### src/rtl/core/slps_pkg.sv
// ============================================================================
// Status LED pattern sequencer - shared package
// Transaction types, state codes, colour constants and the constant-divisor
// reciprocals used by the time remainder pipeline.
// ============================================================================
package slps_pkg;

    // Input transaction: one display tick.
    typedef struct packed {
        logic [31:0] now_ms;
        logic [2:0]  printer_state;
        logic        paper_hint;
        logic        wifi_expected;
        logic        wifi_linked;
        logic [1:0]  mode;
    } tick_t;

    // Output transaction: one LED colour.
    typedef struct packed {
        logic [7:0] red;
        logic [7:0] green;
        logic [7:0] blue;
        logic       transient_shown;
    } result_t;

    typedef struct packed {
        logic [7:0] red;
        logic [7:0] green;
        logic [7:0] blue;
    } rgb_t;

    localparam rgb_t RGB_OFF    = '{red: 8'd0,   green: 8'd0,   blue: 8'd0};
    localparam rgb_t RGB_WHITE  = '{red: 8'd255, green: 8'd255, blue: 8'd255};
    localparam rgb_t RGB_GREEN  = '{red: 8'd0,   green: 8'd255, blue: 8'd0};
    localparam rgb_t RGB_BLUE   = '{red: 8'd0,   green: 8'd70,  blue: 8'd255};
    localparam rgb_t RGB_CYAN   = '{red: 8'd0,   green: 8'd255, blue: 8'd255};
    localparam rgb_t RGB_ORANGE = '{red: 8'd255, green: 8'd70,  blue: 8'd0};
    localparam rgb_t RGB_RED    = '{red: 8'd255, green: 8'd0,   blue: 8'd0};

    // Printer state codes.
    localparam logic [2:0] PS_READY        = 3'd0;
    localparam logic [2:0] PS_PRINTING     = 3'd1;
    localparam logic [2:0] PS_PAPER_LOW    = 3'd2;
    localparam logic [2:0] PS_PAPER_OUT    = 3'd3;
    localparam logic [2:0] PS_PRINT_FAILED = 3'd4;
    localparam logic [2:0] PS_ERROR        = 3'd5;

    // Trigger codes.
    localparam logic [1:0] MODE_NONE   = 2'd0;
    localparam logic [1:0] MODE_BUTTON = 2'd1;
    localparam logic [1:0] MODE_REMOTE = 2'd2;

    // Transient pattern kinds.
    typedef enum logic [2:0] {
        KIND_NONE    = 3'd0,
        KIND_BUTTON  = 3'd1,
        KIND_REMOTE  = 3'd2,
        KIND_WIFI    = 3'd3,
        KIND_SUCCESS = 3'd4,
        KIND_FAILED  = 3'd5
    } kind_t;

    // Longest transient is 900 ms, so a live elapsed time fits 10 bits.
    localparam int ELAPSED_W = 10;

    typedef struct packed {
        logic                 shown;
        kind_t                kind;
        logic [ELAPSED_W-1:0] elapsed;
    } trans_t;

    // Per-transaction side information carried alongside the remainder pipeline.
    typedef struct packed {
        logic [2:0] printer_state;
        logic       paper_hint;
        logic       wifi_expected;
        logic       wifi_linked;
        trans_t     trans;
    } side_t;

    // Pipeline load enables for the remainder unit.
    typedef struct packed {
        logic s2;
        logic s3;
        logic s4;
    } stage_en_t;

    // Base pattern periods in ms. All divide the common period below.
    localparam int DIV_BLINK = 160;   // printing blink
    localparam int DIV_OUT   = 1600;  // paper out
    localparam int DIV_LOW   = 2200;  // paper low and ready heartbeat
    localparam int DIV_PROV  = 500;   // unprovisioned
    localparam int DIV_LINK  = 1000;  // disconnected
    localparam int DIV_LCM   = 88000; // common multiple of all periods

    // First reduction: 32-bit time modulo the common period.
    localparam int LCM_Q_W   = 16;
    localparam int LCM_RAW_W = 18;
    localparam int LCM_REM_W = 17;
    localparam logic [LCM_Q_W-1:0] RECIP_LCM =
        LCM_Q_W'((64'd1 << 32) / 64'(DIV_LCM));

    // Second reduction: common remainder modulo each period.
    localparam int FRAC_W = LCM_REM_W;
    localparam int Q_W    = 10;
    localparam int REM_W  = 12;
    localparam logic [Q_W-1:0] RECIP_BLINK = Q_W'((64'd1 << FRAC_W) / 64'(DIV_BLINK));
    localparam logic [Q_W-1:0] RECIP_OUT   = Q_W'((64'd1 << FRAC_W) / 64'(DIV_OUT));
    localparam logic [Q_W-1:0] RECIP_LOW   = Q_W'((64'd1 << FRAC_W) / 64'(DIV_LOW));
    localparam logic [Q_W-1:0] RECIP_PROV  = Q_W'((64'd1 << FRAC_W) / 64'(DIV_PROV));
    localparam logic [Q_W-1:0] RECIP_LINK  = Q_W'((64'd1 << FRAC_W) / 64'(DIV_LINK));

    typedef struct packed {
        logic [REM_W-1:0] blink;
        logic [REM_W-1:0] no_paper;
        logic [REM_W-1:0] low_paper;
        logic [REM_W-1:0] prov;
        logic [REM_W-1:0] link;
    } rem_t;

endpackage

### src/rtl/core/slps_transient.sv
// ============================================================================
// Status LED pattern sequencer - transient tracker
// Holds the single transient pattern and the previous-tick flags; decides
// per transaction which transient is live and how far into it the tick is.
// ============================================================================
module slps_transient (
    input  logic           clk,
    input  logic           rst_n,
    input  slps_pkg::tick_t tick,
    input  logic           advance,
    output slps_pkg::trans_t trans
);
    import slps_pkg::*;

    kind_t       kind_reg;
    kind_t       kind_mid;
    kind_t       kind_next;
    logic [31:0] start_reg;
    logic [31:0] start_next;
    logic        prev_printing_reg;
    logic        prev_expected_reg;
    logic        prev_connected_reg;
    logic        printing;
    logic [31:0] elapsed;
    logic        live;
    logic        expired;

    function automatic logic [ELAPSED_W-1:0] duration(input kind_t k);
        case (k)
            KIND_BUTTON:  return ELAPSED_W'(120);
            KIND_REMOTE:  return ELAPSED_W'(240);
            KIND_WIFI:    return ELAPSED_W'(420);
            KIND_SUCCESS: return ELAPSED_W'(640);
            KIND_FAILED:  return ELAPSED_W'(900);
            default:      return '0;
        endcase
    endfunction

    assign printing = (tick.printer_state == PS_PRINTING);

    always_comb
    begin
        kind_mid   = kind_reg;
        start_next = start_reg;
        // Later events in the same tick replace earlier ones.
        case (tick.mode)
            MODE_BUTTON:
            begin
                kind_mid   = KIND_BUTTON;
                start_next = tick.now_ms;
            end
            MODE_REMOTE:
            begin
                kind_mid   = KIND_REMOTE;
                start_next = tick.now_ms;
            end
            default:
            begin
                kind_mid = kind_reg;
            end
        endcase
        if (tick.wifi_expected && tick.wifi_linked &&
            (!prev_expected_reg || !prev_connected_reg))
        begin
            kind_mid   = KIND_WIFI;
            start_next = tick.now_ms;
        end
        if (prev_printing_reg && !printing)
        begin
            if (tick.printer_state == PS_PRINT_FAILED || tick.printer_state == PS_ERROR ||
                tick.printer_state == PS_PAPER_OUT)
                kind_mid = KIND_FAILED;
            else
                kind_mid = KIND_SUCCESS;
            start_next = tick.now_ms;
        end
        elapsed   = tick.now_ms - start_next;
        live      = !printing && (kind_mid != KIND_NONE);
        expired   = (elapsed >= 32'(duration(kind_mid)));
        kind_next = (live && expired) ? KIND_NONE : kind_mid;

        trans.shown   = live && !expired;
        trans.kind    = kind_mid;
        trans.elapsed = elapsed[ELAPSED_W-1:0];
    end

    always_ff @(posedge clk or negedge rst_n)
    begin
        if (!rst_n)
        begin
            kind_reg           <= KIND_NONE;
            start_reg          <= '0;
            prev_printing_reg  <= 1'b0;
            prev_expected_reg  <= 1'b0;
            prev_connected_reg <= 1'b0;
        end
        else if (advance)
        begin
            kind_reg           <= kind_next;
            start_reg          <= start_next;
            prev_printing_reg  <= printing;
            prev_expected_reg  <= tick.wifi_expected;
            prev_connected_reg <= tick.wifi_linked;
        end
    end

endmodule

### src/rtl/core/slps_time_div.sv
// ============================================================================
// Status LED pattern sequencer - time remainder pipeline
// Reduces the millisecond time modulo each base pattern period by reciprocal
// multiplication: first modulo the common period, then modulo each period.
// ============================================================================
module slps_time_div (
    input  logic                clk,
    input  logic [31:0]         now_ms,
    input  slps_pkg::stage_en_t en,
    output slps_pkg::rem_t      rem
);
    import slps_pkg::*;

    // Stage 2: estimated quotient by the common period.
    logic [31:0]          now_reg;
    logic [LCM_Q_W-1:0]   q_lcm_reg;
    logic [47:0]          lcm_prod;
    // Stage 3: remainder modulo the common period.
    logic [LCM_RAW_W-1:0] lcm_raw;
    logic [LCM_REM_W-1:0] lcm_rem_next;
    logic [LCM_REM_W-1:0] lcm_rem_reg;
    // Stage 4: estimated quotient per period.
    logic [LCM_REM_W-1:0] lcm_rem4_reg;
    logic [Q_W-1:0]       q_blink_reg;
    logic [Q_W-1:0]       q_out_reg;
    logic [Q_W-1:0]       q_low_reg;
    logic [Q_W-1:0]       q_prov_reg;
    logic [Q_W-1:0]       q_link_reg;
    logic [FRAC_W+Q_W-1:0] p_blink;
    logic [FRAC_W+Q_W-1:0] p_out;
    logic [FRAC_W+Q_W-1:0] p_low;
    logic [FRAC_W+Q_W-1:0] p_prov;
    logic [FRAC_W+Q_W-1:0] p_link;

    // Estimate is low by at most one, so the raw remainder is below twice
    // the divisor: one compare and subtract finishes it.
    function automatic logic [REM_W-1:0] fix_rem(
        input logic [LCM_REM_W-1:0] r,
        input logic [Q_W-1:0]       q,
        input logic [LCM_REM_W-1:0] d
    );
        logic [LCM_REM_W-1:0] raw;
        raw = r - LCM_REM_W'(q * d);
        if (raw >= d)
            raw = raw - d;
        return raw[REM_W-1:0];
    endfunction

    assign lcm_prod = 48'(now_ms) * 48'(RECIP_LCM);

    assign lcm_raw      = now_reg[LCM_RAW_W-1:0] - LCM_RAW_W'(q_lcm_reg * LCM_RAW_W'(DIV_LCM));
    assign lcm_rem_next = (lcm_raw >= LCM_RAW_W'(DIV_LCM)) ?
                          LCM_REM_W'(lcm_raw - LCM_RAW_W'(DIV_LCM)) :
                          LCM_REM_W'(lcm_raw);

    assign p_blink = (FRAC_W+Q_W)'(lcm_rem_reg) * (FRAC_W+Q_W)'(RECIP_BLINK);
    assign p_out   = (FRAC_W+Q_W)'(lcm_rem_reg) * (FRAC_W+Q_W)'(RECIP_OUT);
    assign p_low   = (FRAC_W+Q_W)'(lcm_rem_reg) * (FRAC_W+Q_W)'(RECIP_LOW);
    assign p_prov  = (FRAC_W+Q_W)'(lcm_rem_reg) * (FRAC_W+Q_W)'(RECIP_PROV);
    assign p_link  = (FRAC_W+Q_W)'(lcm_rem_reg) * (FRAC_W+Q_W)'(RECIP_LINK);

    always_ff @(posedge clk)
    begin
        if (en.s2)
        begin
            now_reg   <= now_ms;
            q_lcm_reg <= lcm_prod[47:32];
        end
        if (en.s3)
            lcm_rem_reg <= lcm_rem_next;
        if (en.s4)
        begin
            lcm_rem4_reg <= lcm_rem_reg;
            q_blink_reg  <= p_blink[FRAC_W+Q_W-1:FRAC_W];
            q_out_reg    <= p_out[FRAC_W+Q_W-1:FRAC_W];
            q_low_reg    <= p_low[FRAC_W+Q_W-1:FRAC_W];
            q_prov_reg   <= p_prov[FRAC_W+Q_W-1:FRAC_W];
            q_link_reg   <= p_link[FRAC_W+Q_W-1:FRAC_W];
        end
    end

    assign rem.blink     = fix_rem(lcm_rem4_reg, q_blink_reg, LCM_REM_W'(DIV_BLINK));
    assign rem.no_paper  = fix_rem(lcm_rem4_reg, q_out_reg,   LCM_REM_W'(DIV_OUT));
    assign rem.low_paper = fix_rem(lcm_rem4_reg, q_low_reg,   LCM_REM_W'(DIV_LOW));
    assign rem.prov      = fix_rem(lcm_rem4_reg, q_prov_reg,  LCM_REM_W'(DIV_PROV));
    assign rem.link      = fix_rem(lcm_rem4_reg, q_link_reg,  LCM_REM_W'(DIV_LINK));

endmodule

### src/rtl/core/slps_colour.sv
// ============================================================================
// Status LED pattern sequencer - colour select
// Picks the base pattern colour by priority and overlays a live transient.
// ============================================================================
module slps_colour (
    input  slps_pkg::rem_t    rem,
    input  slps_pkg::side_t   side,
    output slps_pkg::result_t result
);
    import slps_pkg::*;

    rgb_t base;
    rgb_t trans_rgb;
    rgb_t final_rgb;

    function automatic logic kind_lit(input kind_t k, input logic [ELAPSED_W-1:0] e);
        case (k)
            KIND_BUTTON:  return (e < 10'd120);
            KIND_REMOTE:  return (e < 10'd80) || (e >= 10'd140 && e < 10'd220);
            KIND_WIFI:    return (e < 10'd140) || (e >= 10'd220 && e < 10'd360);
            // Even 80 ms slots up to the 640 ms duration.
            KIND_SUCCESS: return (e < 10'd80) || (e >= 10'd160 && e < 10'd240) ||
                                 (e >= 10'd320 && e < 10'd400) ||
                                 (e >= 10'd480 && e < 10'd560);
            // Even 75 ms slots up to the 900 ms duration.
            KIND_FAILED:  return (e < 10'd75) || (e >= 10'd150 && e < 10'd225) ||
                                 (e >= 10'd300 && e < 10'd375) ||
                                 (e >= 10'd450 && e < 10'd525) ||
                                 (e >= 10'd600 && e < 10'd675) ||
                                 (e >= 10'd750 && e < 10'd825);
            default:      return 1'b0;
        endcase
    endfunction

    function automatic rgb_t kind_rgb(input kind_t k);
        case (k)
            KIND_BUTTON:  return RGB_WHITE;
            KIND_REMOTE:  return RGB_CYAN;
            KIND_WIFI:    return RGB_GREEN;
            KIND_SUCCESS: return RGB_GREEN;
            KIND_FAILED:  return RGB_RED;
            default:      return RGB_OFF;
        endcase
    endfunction

    always_comb
    begin
        if (side.printer_state == PS_PRINTING)
            base = (rem.blink < REM_W'(80)) ? RGB_WHITE : RGB_OFF;
        else if (side.printer_state == PS_PAPER_OUT)
            base = ((rem.no_paper < REM_W'(120)) ||
                    (rem.no_paper >= REM_W'(240) && rem.no_paper < REM_W'(360)) ||
                    (rem.no_paper >= REM_W'(480) && rem.no_paper < REM_W'(600))) ?
                   RGB_RED : RGB_OFF;
        else if (side.printer_state == PS_PAPER_LOW || side.paper_hint)
            base = ((rem.low_paper < REM_W'(140)) ||
                    (rem.low_paper >= REM_W'(280) && rem.low_paper < REM_W'(420))) ?
                   RGB_ORANGE : RGB_OFF;
        else if (!side.wifi_expected)
            base = (rem.prov < REM_W'(250)) ? RGB_BLUE : RGB_OFF;
        else if (!side.wifi_linked)
            base = (rem.link < REM_W'(500)) ? RGB_BLUE : RGB_OFF;
        else
            base = (rem.low_paper < REM_W'(80)) ? RGB_GREEN : RGB_OFF;

        trans_rgb = kind_lit(side.trans.kind, side.trans.elapsed) ?
                    kind_rgb(side.trans.kind) : RGB_OFF;
        final_rgb = side.trans.shown ? trans_rgb : base;

        result.red             = final_rgb.red;
        result.green           = final_rgb.green;
        result.blue            = final_rgb.blue;
        result.transient_shown = side.trans.shown;
    end

endmodule

### src/rtl/core/status_led_pattern_sequencer_top.sv
// ============================================================================
// Status LED pattern sequencer - top level
// Turns one display tick into one RGB colour through a short pipeline.
// ============================================================================
// Usage:
//   Input channel tick (tick_valid / tick_stall) carries one display tick:
//   time in ms, printer state, paper and Wi-Fi flags and a trigger code.
//   Output channel result (result_valid / result_stall) carries the colour
//   and whether it comes from a transient pattern. A transaction moves at a
//   rising edge with valid high and stall low.
//   Every tick gives exactly one result, in order.
//   The pipeline takes one transaction per cycle while tick_stall is low;
//   the stages are the input register, the common-period quotient, the
//   common remainder, the per-period quotients and the output register.
//   The transient state is updated as a tick leaves the input register, so
//   ticks see it in order. Reset clears all valid bits, the transient
//   (none) and the previous-tick flags. While result_stall is high the
//   output holds; stages behind it keep filling any empty slot, and
//   tick_stall rises only once every stage is full.
// ============================================================================
module status_led_pattern_sequencer_top (
    input  logic              clk,
    input  logic              rst_n,
    input  logic              tick_valid,
    output logic              tick_stall,
    input  slps_pkg::tick_t   tick,
    output logic              result_valid,
    input  logic              result_stall,
    output slps_pkg::result_t result
);
    import slps_pkg::*;

    // Stage occupancy.
    logic    s1_valid_reg;
    logic    s2_valid_reg;
    logic    s3_valid_reg;
    logic    s4_valid_reg;
    logic    out_valid_reg;

    // A stage may load when it is empty or its contents move on this edge.
    logic    rdy1;
    logic    rdy2;
    logic    rdy3;
    logic    rdy4;
    logic    rdy5;

    tick_t     tick_reg;
    side_t     side2_reg;
    side_t     side3_reg;
    side_t     side4_reg;
    result_t   result_reg;
    trans_t    trans;
    rem_t      rem;
    result_t   colour_next;
    stage_en_t div_en;

    assign rdy5 = !out_valid_reg || !result_stall;
    assign rdy4 = !s4_valid_reg  || rdy5;
    assign rdy3 = !s3_valid_reg  || rdy4;
    assign rdy2 = !s2_valid_reg  || rdy3;
    assign rdy1 = !s1_valid_reg  || rdy2;

    assign tick_stall   = !rdy1;
    assign result_valid = out_valid_reg;
    assign result       = result_reg;

    // Load payload only where a real transaction moves.
    assign div_en.s2 = rdy2 && s1_valid_reg;
    assign div_en.s3 = rdy3 && s2_valid_reg;
    assign div_en.s4 = rdy4 && s3_valid_reg;

    // Transient tracker: advance once per tick as it leaves stage 1.
    slps_transient u_transient (
        .clk     (clk),
        .rst_n   (rst_n),
        .tick    (tick_reg),
        .advance (div_en.s2),
        .trans   (trans)
    );

    slps_time_div u_time_div (
        .clk    (clk),
        .now_ms (tick_reg.now_ms),
        .en     (div_en),
        .rem    (rem)
    );

    slps_colour u_colour (
        .rem    (rem),
        .side   (side4_reg),
        .result (colour_next)
    );

    // Valid bits.
    always_ff @(posedge clk or negedge rst_n)
    begin
        if (!rst_n)
        begin
            s1_valid_reg  <= 1'b0;
            s2_valid_reg  <= 1'b0;
            s3_valid_reg  <= 1'b0;
            s4_valid_reg  <= 1'b0;
            out_valid_reg <= 1'b0;
        end
        else
        begin
            if (rdy1)
                s1_valid_reg <= tick_valid;
            if (rdy2)
                s2_valid_reg <= s1_valid_reg;
            if (rdy3)
                s3_valid_reg <= s2_valid_reg;
            if (rdy4)
                s4_valid_reg <= s3_valid_reg;
            if (rdy5)
                out_valid_reg <= s4_valid_reg;
        end
    end

    // Payload: hold unless a transaction moves in.
    always_ff @(posedge clk)
    begin
        if (rdy1 && tick_valid)
            tick_reg <= tick;
        if (div_en.s2)
        begin
            side2_reg.printer_state <= tick_reg.printer_state;
            side2_reg.paper_hint    <= tick_reg.paper_hint;
            side2_reg.wifi_expected <= tick_reg.wifi_expected;
            side2_reg.wifi_linked   <= tick_reg.wifi_linked;
            side2_reg.trans         <= trans;
        end
        if (div_en.s3)
            side3_reg <= side2_reg;
        if (div_en.s4)
            side4_reg <= side3_reg;
        if (rdy5 && s4_valid_reg)
            result_reg <= colour_next;
    end

endmodule
### config.mk
export PLATFORM = sky130hd
export DESIGN_NAME = status_led_pattern_sequencer_top
export DESIGN_NICKNAME = d
export VERILOG_FILES = /design/src/rtl/core/slps_pkg.sv /design/src/rtl/core/slps_transient.sv /design/src/rtl/core/slps_time_div.sv /design/src/rtl/core/slps_colour.sv /design/src/rtl/core/status_led_pattern_sequencer_top.sv
export SDC_FILE = /design/constraint.sdc
export NUM_CORES = 2
export LEC_CHECK = 0
export ABC_AREA = 1
export ABC_CLOCK_PERIOD_IN_PS = 6700
export BUFFER_PORTS_ARGS = -buffer_cell sky130_fd_sc_hd__buf_2
export CORE_ASPECT_RATIO = 1.1
export CORE_MARGIN = 3
export CORE_UTILIZATION = 40
export CTS_BUF_LIST = sky130_fd_sc_hd__clkbuf_4 sky130_fd_sc_hd__clkbuf_8
export CTS_CLUSTER_SIZE = 14
export DETAILED_ROUTE_END_ITERATION = 16
export GPL_ROUTABILITY_DRIVEN = 0
export PLACE_DENSITY_LB_ADDON = 0.08
export SETUP_SLACK_MARGIN = 0.02
export SYNTH_ARGS = -nofsm -noshare
export SYNTH_HDL_FRONTEND = slang
export SYNTH_SLANG_ARGS = --single-unit
### constraint.sdc
create_clock -name clk -period 6.7 [get_ports clk]
set_input_delay 2.01 -clock clk [delete_from_list [all_inputs] [get_ports clk]]
set_output_delay 2.01 -clock clk [all_outputs]
set_load 0.005 [all_outputs]
==> impl_results.md <==
- Outcome: complete, no violations
- Die Span X: between 200 and 300 um
- Share of the synthesized area in the top cell type: 22.3%
- DIE AREA: around 0.096 mm2
- Slew @ Worst Pin: ~1.1 ns
- Number of fill cells in the layout: 9152
- Req. time, crit path: about 7.1 ns
- Number of flip-flops in the largest register: 40
- Vias in the first global route: approximately 28000
- Starting density of the core: between 40% and 50%
- Net Count, Synth: between 5000 and 6000
- I/O pins: 71
- Syn Area/Cell: about 8.9 um2
- Post-DRT Antenna Nets: 0
- First-pass GRT wire length: 152000 um
- Clock latency on the worst-skew pair: about 0.64 ns
- Area Overhead vs Synth: 8.68%
- Seq cells post-synth: about 240
- H-Tree Depth: 2
- Site row count: ~120
- Yosys warnings: 0
- Die height: between 300 and 400 um
- Multi-input logic area: 0.0263 mm2
- Total area of sequential cells: 0.00711 mm2
- Highest Clock Rate: ~160 MHz
- Buffers on Ports: 70
- Setup TNS: 0 ns
- Synth unique cells: 62
- EDFF count, synth: between 200 and 250
- Pins Over Slew Limit: 0
- DRT Wirelength: between 90000 and 100000 um
- # hold bufs at CTS: 0
- Crit path max fanout: 8
- Half-perimeter wire length after placement: about 80000 um
- Post-Synthesis Cells: approximately 4100
- CTS tree: built
- Post-synth top flop: edfxtp_1
- Fin crit period: 6.28 ns
- Clock tree buffer depth: 3
- Setup Crit Path Kind: register to register
- Drt via density: just under 5
- Area contributors post-synth: ha_1, fa_1, edfxtp_1, inv_1, nand2_1
- Clock skew: approximately 0.048 ns
- Pre-antenna DRT Iters: 7
- CTS root buffer: clkbuf_8
- Tcrit/Tclk final: between 90% and 100%
- CTS Buf Count: 48
- RSZ-0062 raised after global routing: yes
- Area leader, netlist: ha_1
- DR WL/cell: approximately 17 um
- Synthesized area: between 0.03 and 0.04 mm2
- Sequential fraction of the synthesis area: 19.3%
- Worst setup EP type: register
- Reg clk slew, reported paths: 0.07 ns
- Async S/R FF share, synth: between 10% and 20%
- Final net count: between 5000 and 6000
- DRT iter0 DRCs: between 1000 and 1500
- GRT Total Usage: 20.0%
- Core ar.: approximately 0.091 mm2
- Crit path arrival time: 6.68 ns
- Relative slew slack: between 20% and 30%
- Maxcap violations: 0
- Count of final setup violators: 0
- Post-route DRC: 0
- Startpoint type of the worst setup path: register
- Grt ovf: 0
- Antenna violations before repair: 1
- Hold WC Path Type: register to register
- CTS sink count: around 240
- Final hold violations: 0
- Share of cells above drive strength 1: ~6.6%
- Maximum number of pins on one net before global-route repair: between 70 and 80
- Routed via count: 27000
logic make-up after synthesis:
logic type / Yosys count / synth area share, %
AO/OA/AOI/OAI: 504 / 7.79
XOR/XNOR: 179 / 4.31
adder cells (fa/ha/maj): 1064 / 44.4
buffers and inverters: 917 / 9.60
flip-flops: 244 / 19.3
multiplexers: 24 / 0.652
AND/OR/NAND/NOR: 1209 / 14.0
Yosys cell counts, types with 8 or more instances:
cell type / n
buf_4: 22
nand4_1: 63
nand3_1: 126
nor4_1: 10
mux2i_1: 24
a31oi_1: 19
a21oi_1: 226
dfrtp_1: 43
ha_1: 657
nor3_1: 27
o221ai_1: 8
or2_2: 18
nand2_1: 711
o21ai_1: 16
a211oi_1: 9
a21o_1: 18
clkbuf_1: 10
o211ai_1: 9
edfxtp_1: 201
o21bai_1: 14
nor2_1: 205
nand2_2: 13
nand3b_1: 12
inv_1: 875
o21ai_0: 134
xor2_1: 121
xnor2_1: 55
fa_1: 407
final timing paths:
check                      slack [ns]                  start  depth (start not counted)                        end
max in group asynchronous        4.77                  rst_n                          2   u_transient.start_reg[2]
max reg2reg                      0.42           tick_reg[19]                         19    u_time_div.q_lcm_reg[9]
min                              0.41  u_time_div.now_reg[0]                          0  u_time_div.lcm_rem_reg[0]
min reg2reg                      0.41  u_time_div.now_reg[0]                          0  u_time_div.lcm_rem_reg[0]
max                              0.42           tick_reg[19]                         19    u_time_div.q_lcm_reg[9]
min in group asynchronous        1.45                  rst_n                          2  u_transient.start_reg[29]
worst max-delay path, cell delays in order, from the launching register on:
cell	delay (ns)
edfxtp_1	0.73
fa_1	0.54
fa_1	0.51
inv_1	0.06
fa_1	0.50
fa_1	0.54
inv_1	0.06
fa_1	0.57
fa_1	0.45
ha_1	0.35
a21oi_1	0.17
o21ai_0	0.20
buf_4	0.19
a21oi_1	0.18
o21ai_0	0.12
buf_4	0.17
nand2_1	0.06
o2111ai_1	0.27
a31oi_1	0.26
xor2_1	0.09
stage by stage:
step | utilization, % | cell area [um2] | std cells | setup slack [ns] | hold WS [ns]
global route | 44.0 | 40100 | 5510 | 0.00744 | 0.426
CTS | 43.9 | 40000 | 5506 | 0.0730 | 0.412
detailed placement | 42.7 | 39000 | 5416 | 0.122 | 0.405
global placement | 42.7 | 39000 | 5416 | 0.170 | 0.402
finish | 44.0 | 40100 | 5510 | 0.418 | 0.408
floorplan | - | 36900 | 4141 | 0.670 | 0.400
final cells by class:
class,instances,share of cell area (%)
Inverter,879,8.23
Multi-Input combinational cell,2980,65.6
Clock inverter,32,0.681
Sequential cell,244,17.7
Tap cell,1180,3.68
Antenna cell,1,0.00624
Timing Repair Buffer,136,2.14
Clock buffer,58,1.87
repair_timing:
item	CTS	global route
buffers inserted	0	3
hold endpoints to repair	0	0
resized for setup	0	13
setup endpoints to repair	0	6
routing by layer:
metal	up-vias	share of wire, %	track usage, %
met5	-	0	0
met4	0	2.3	4.58
met3	89	2.4	1.70
met2	337	49	35.2
met1	12900	46	26.7
li1	13700	-	-
placed cells by master (no fill, tap or decap), drive strengths merged, types with 132 or more instances in the layout:
| cell | Yosys | final |
|---|---|---|
| inv | 879 | 882 |
| nand2 | 724 | 724 |
| ha | 657 | 657 |
| fa | 407 | 407 |
| a21oi | 229 | 229 |
| nor2 | 212 | 212 |
| edfxtp | 201 | 201 |
| o21ai | 153 | 153 |
| buf | 27 | 136 |
| nand3 | 132 | 132 |
Power is not shown: default switching activity piles up to over one toggle a cycle in this logic, so the estimate is an artifact.
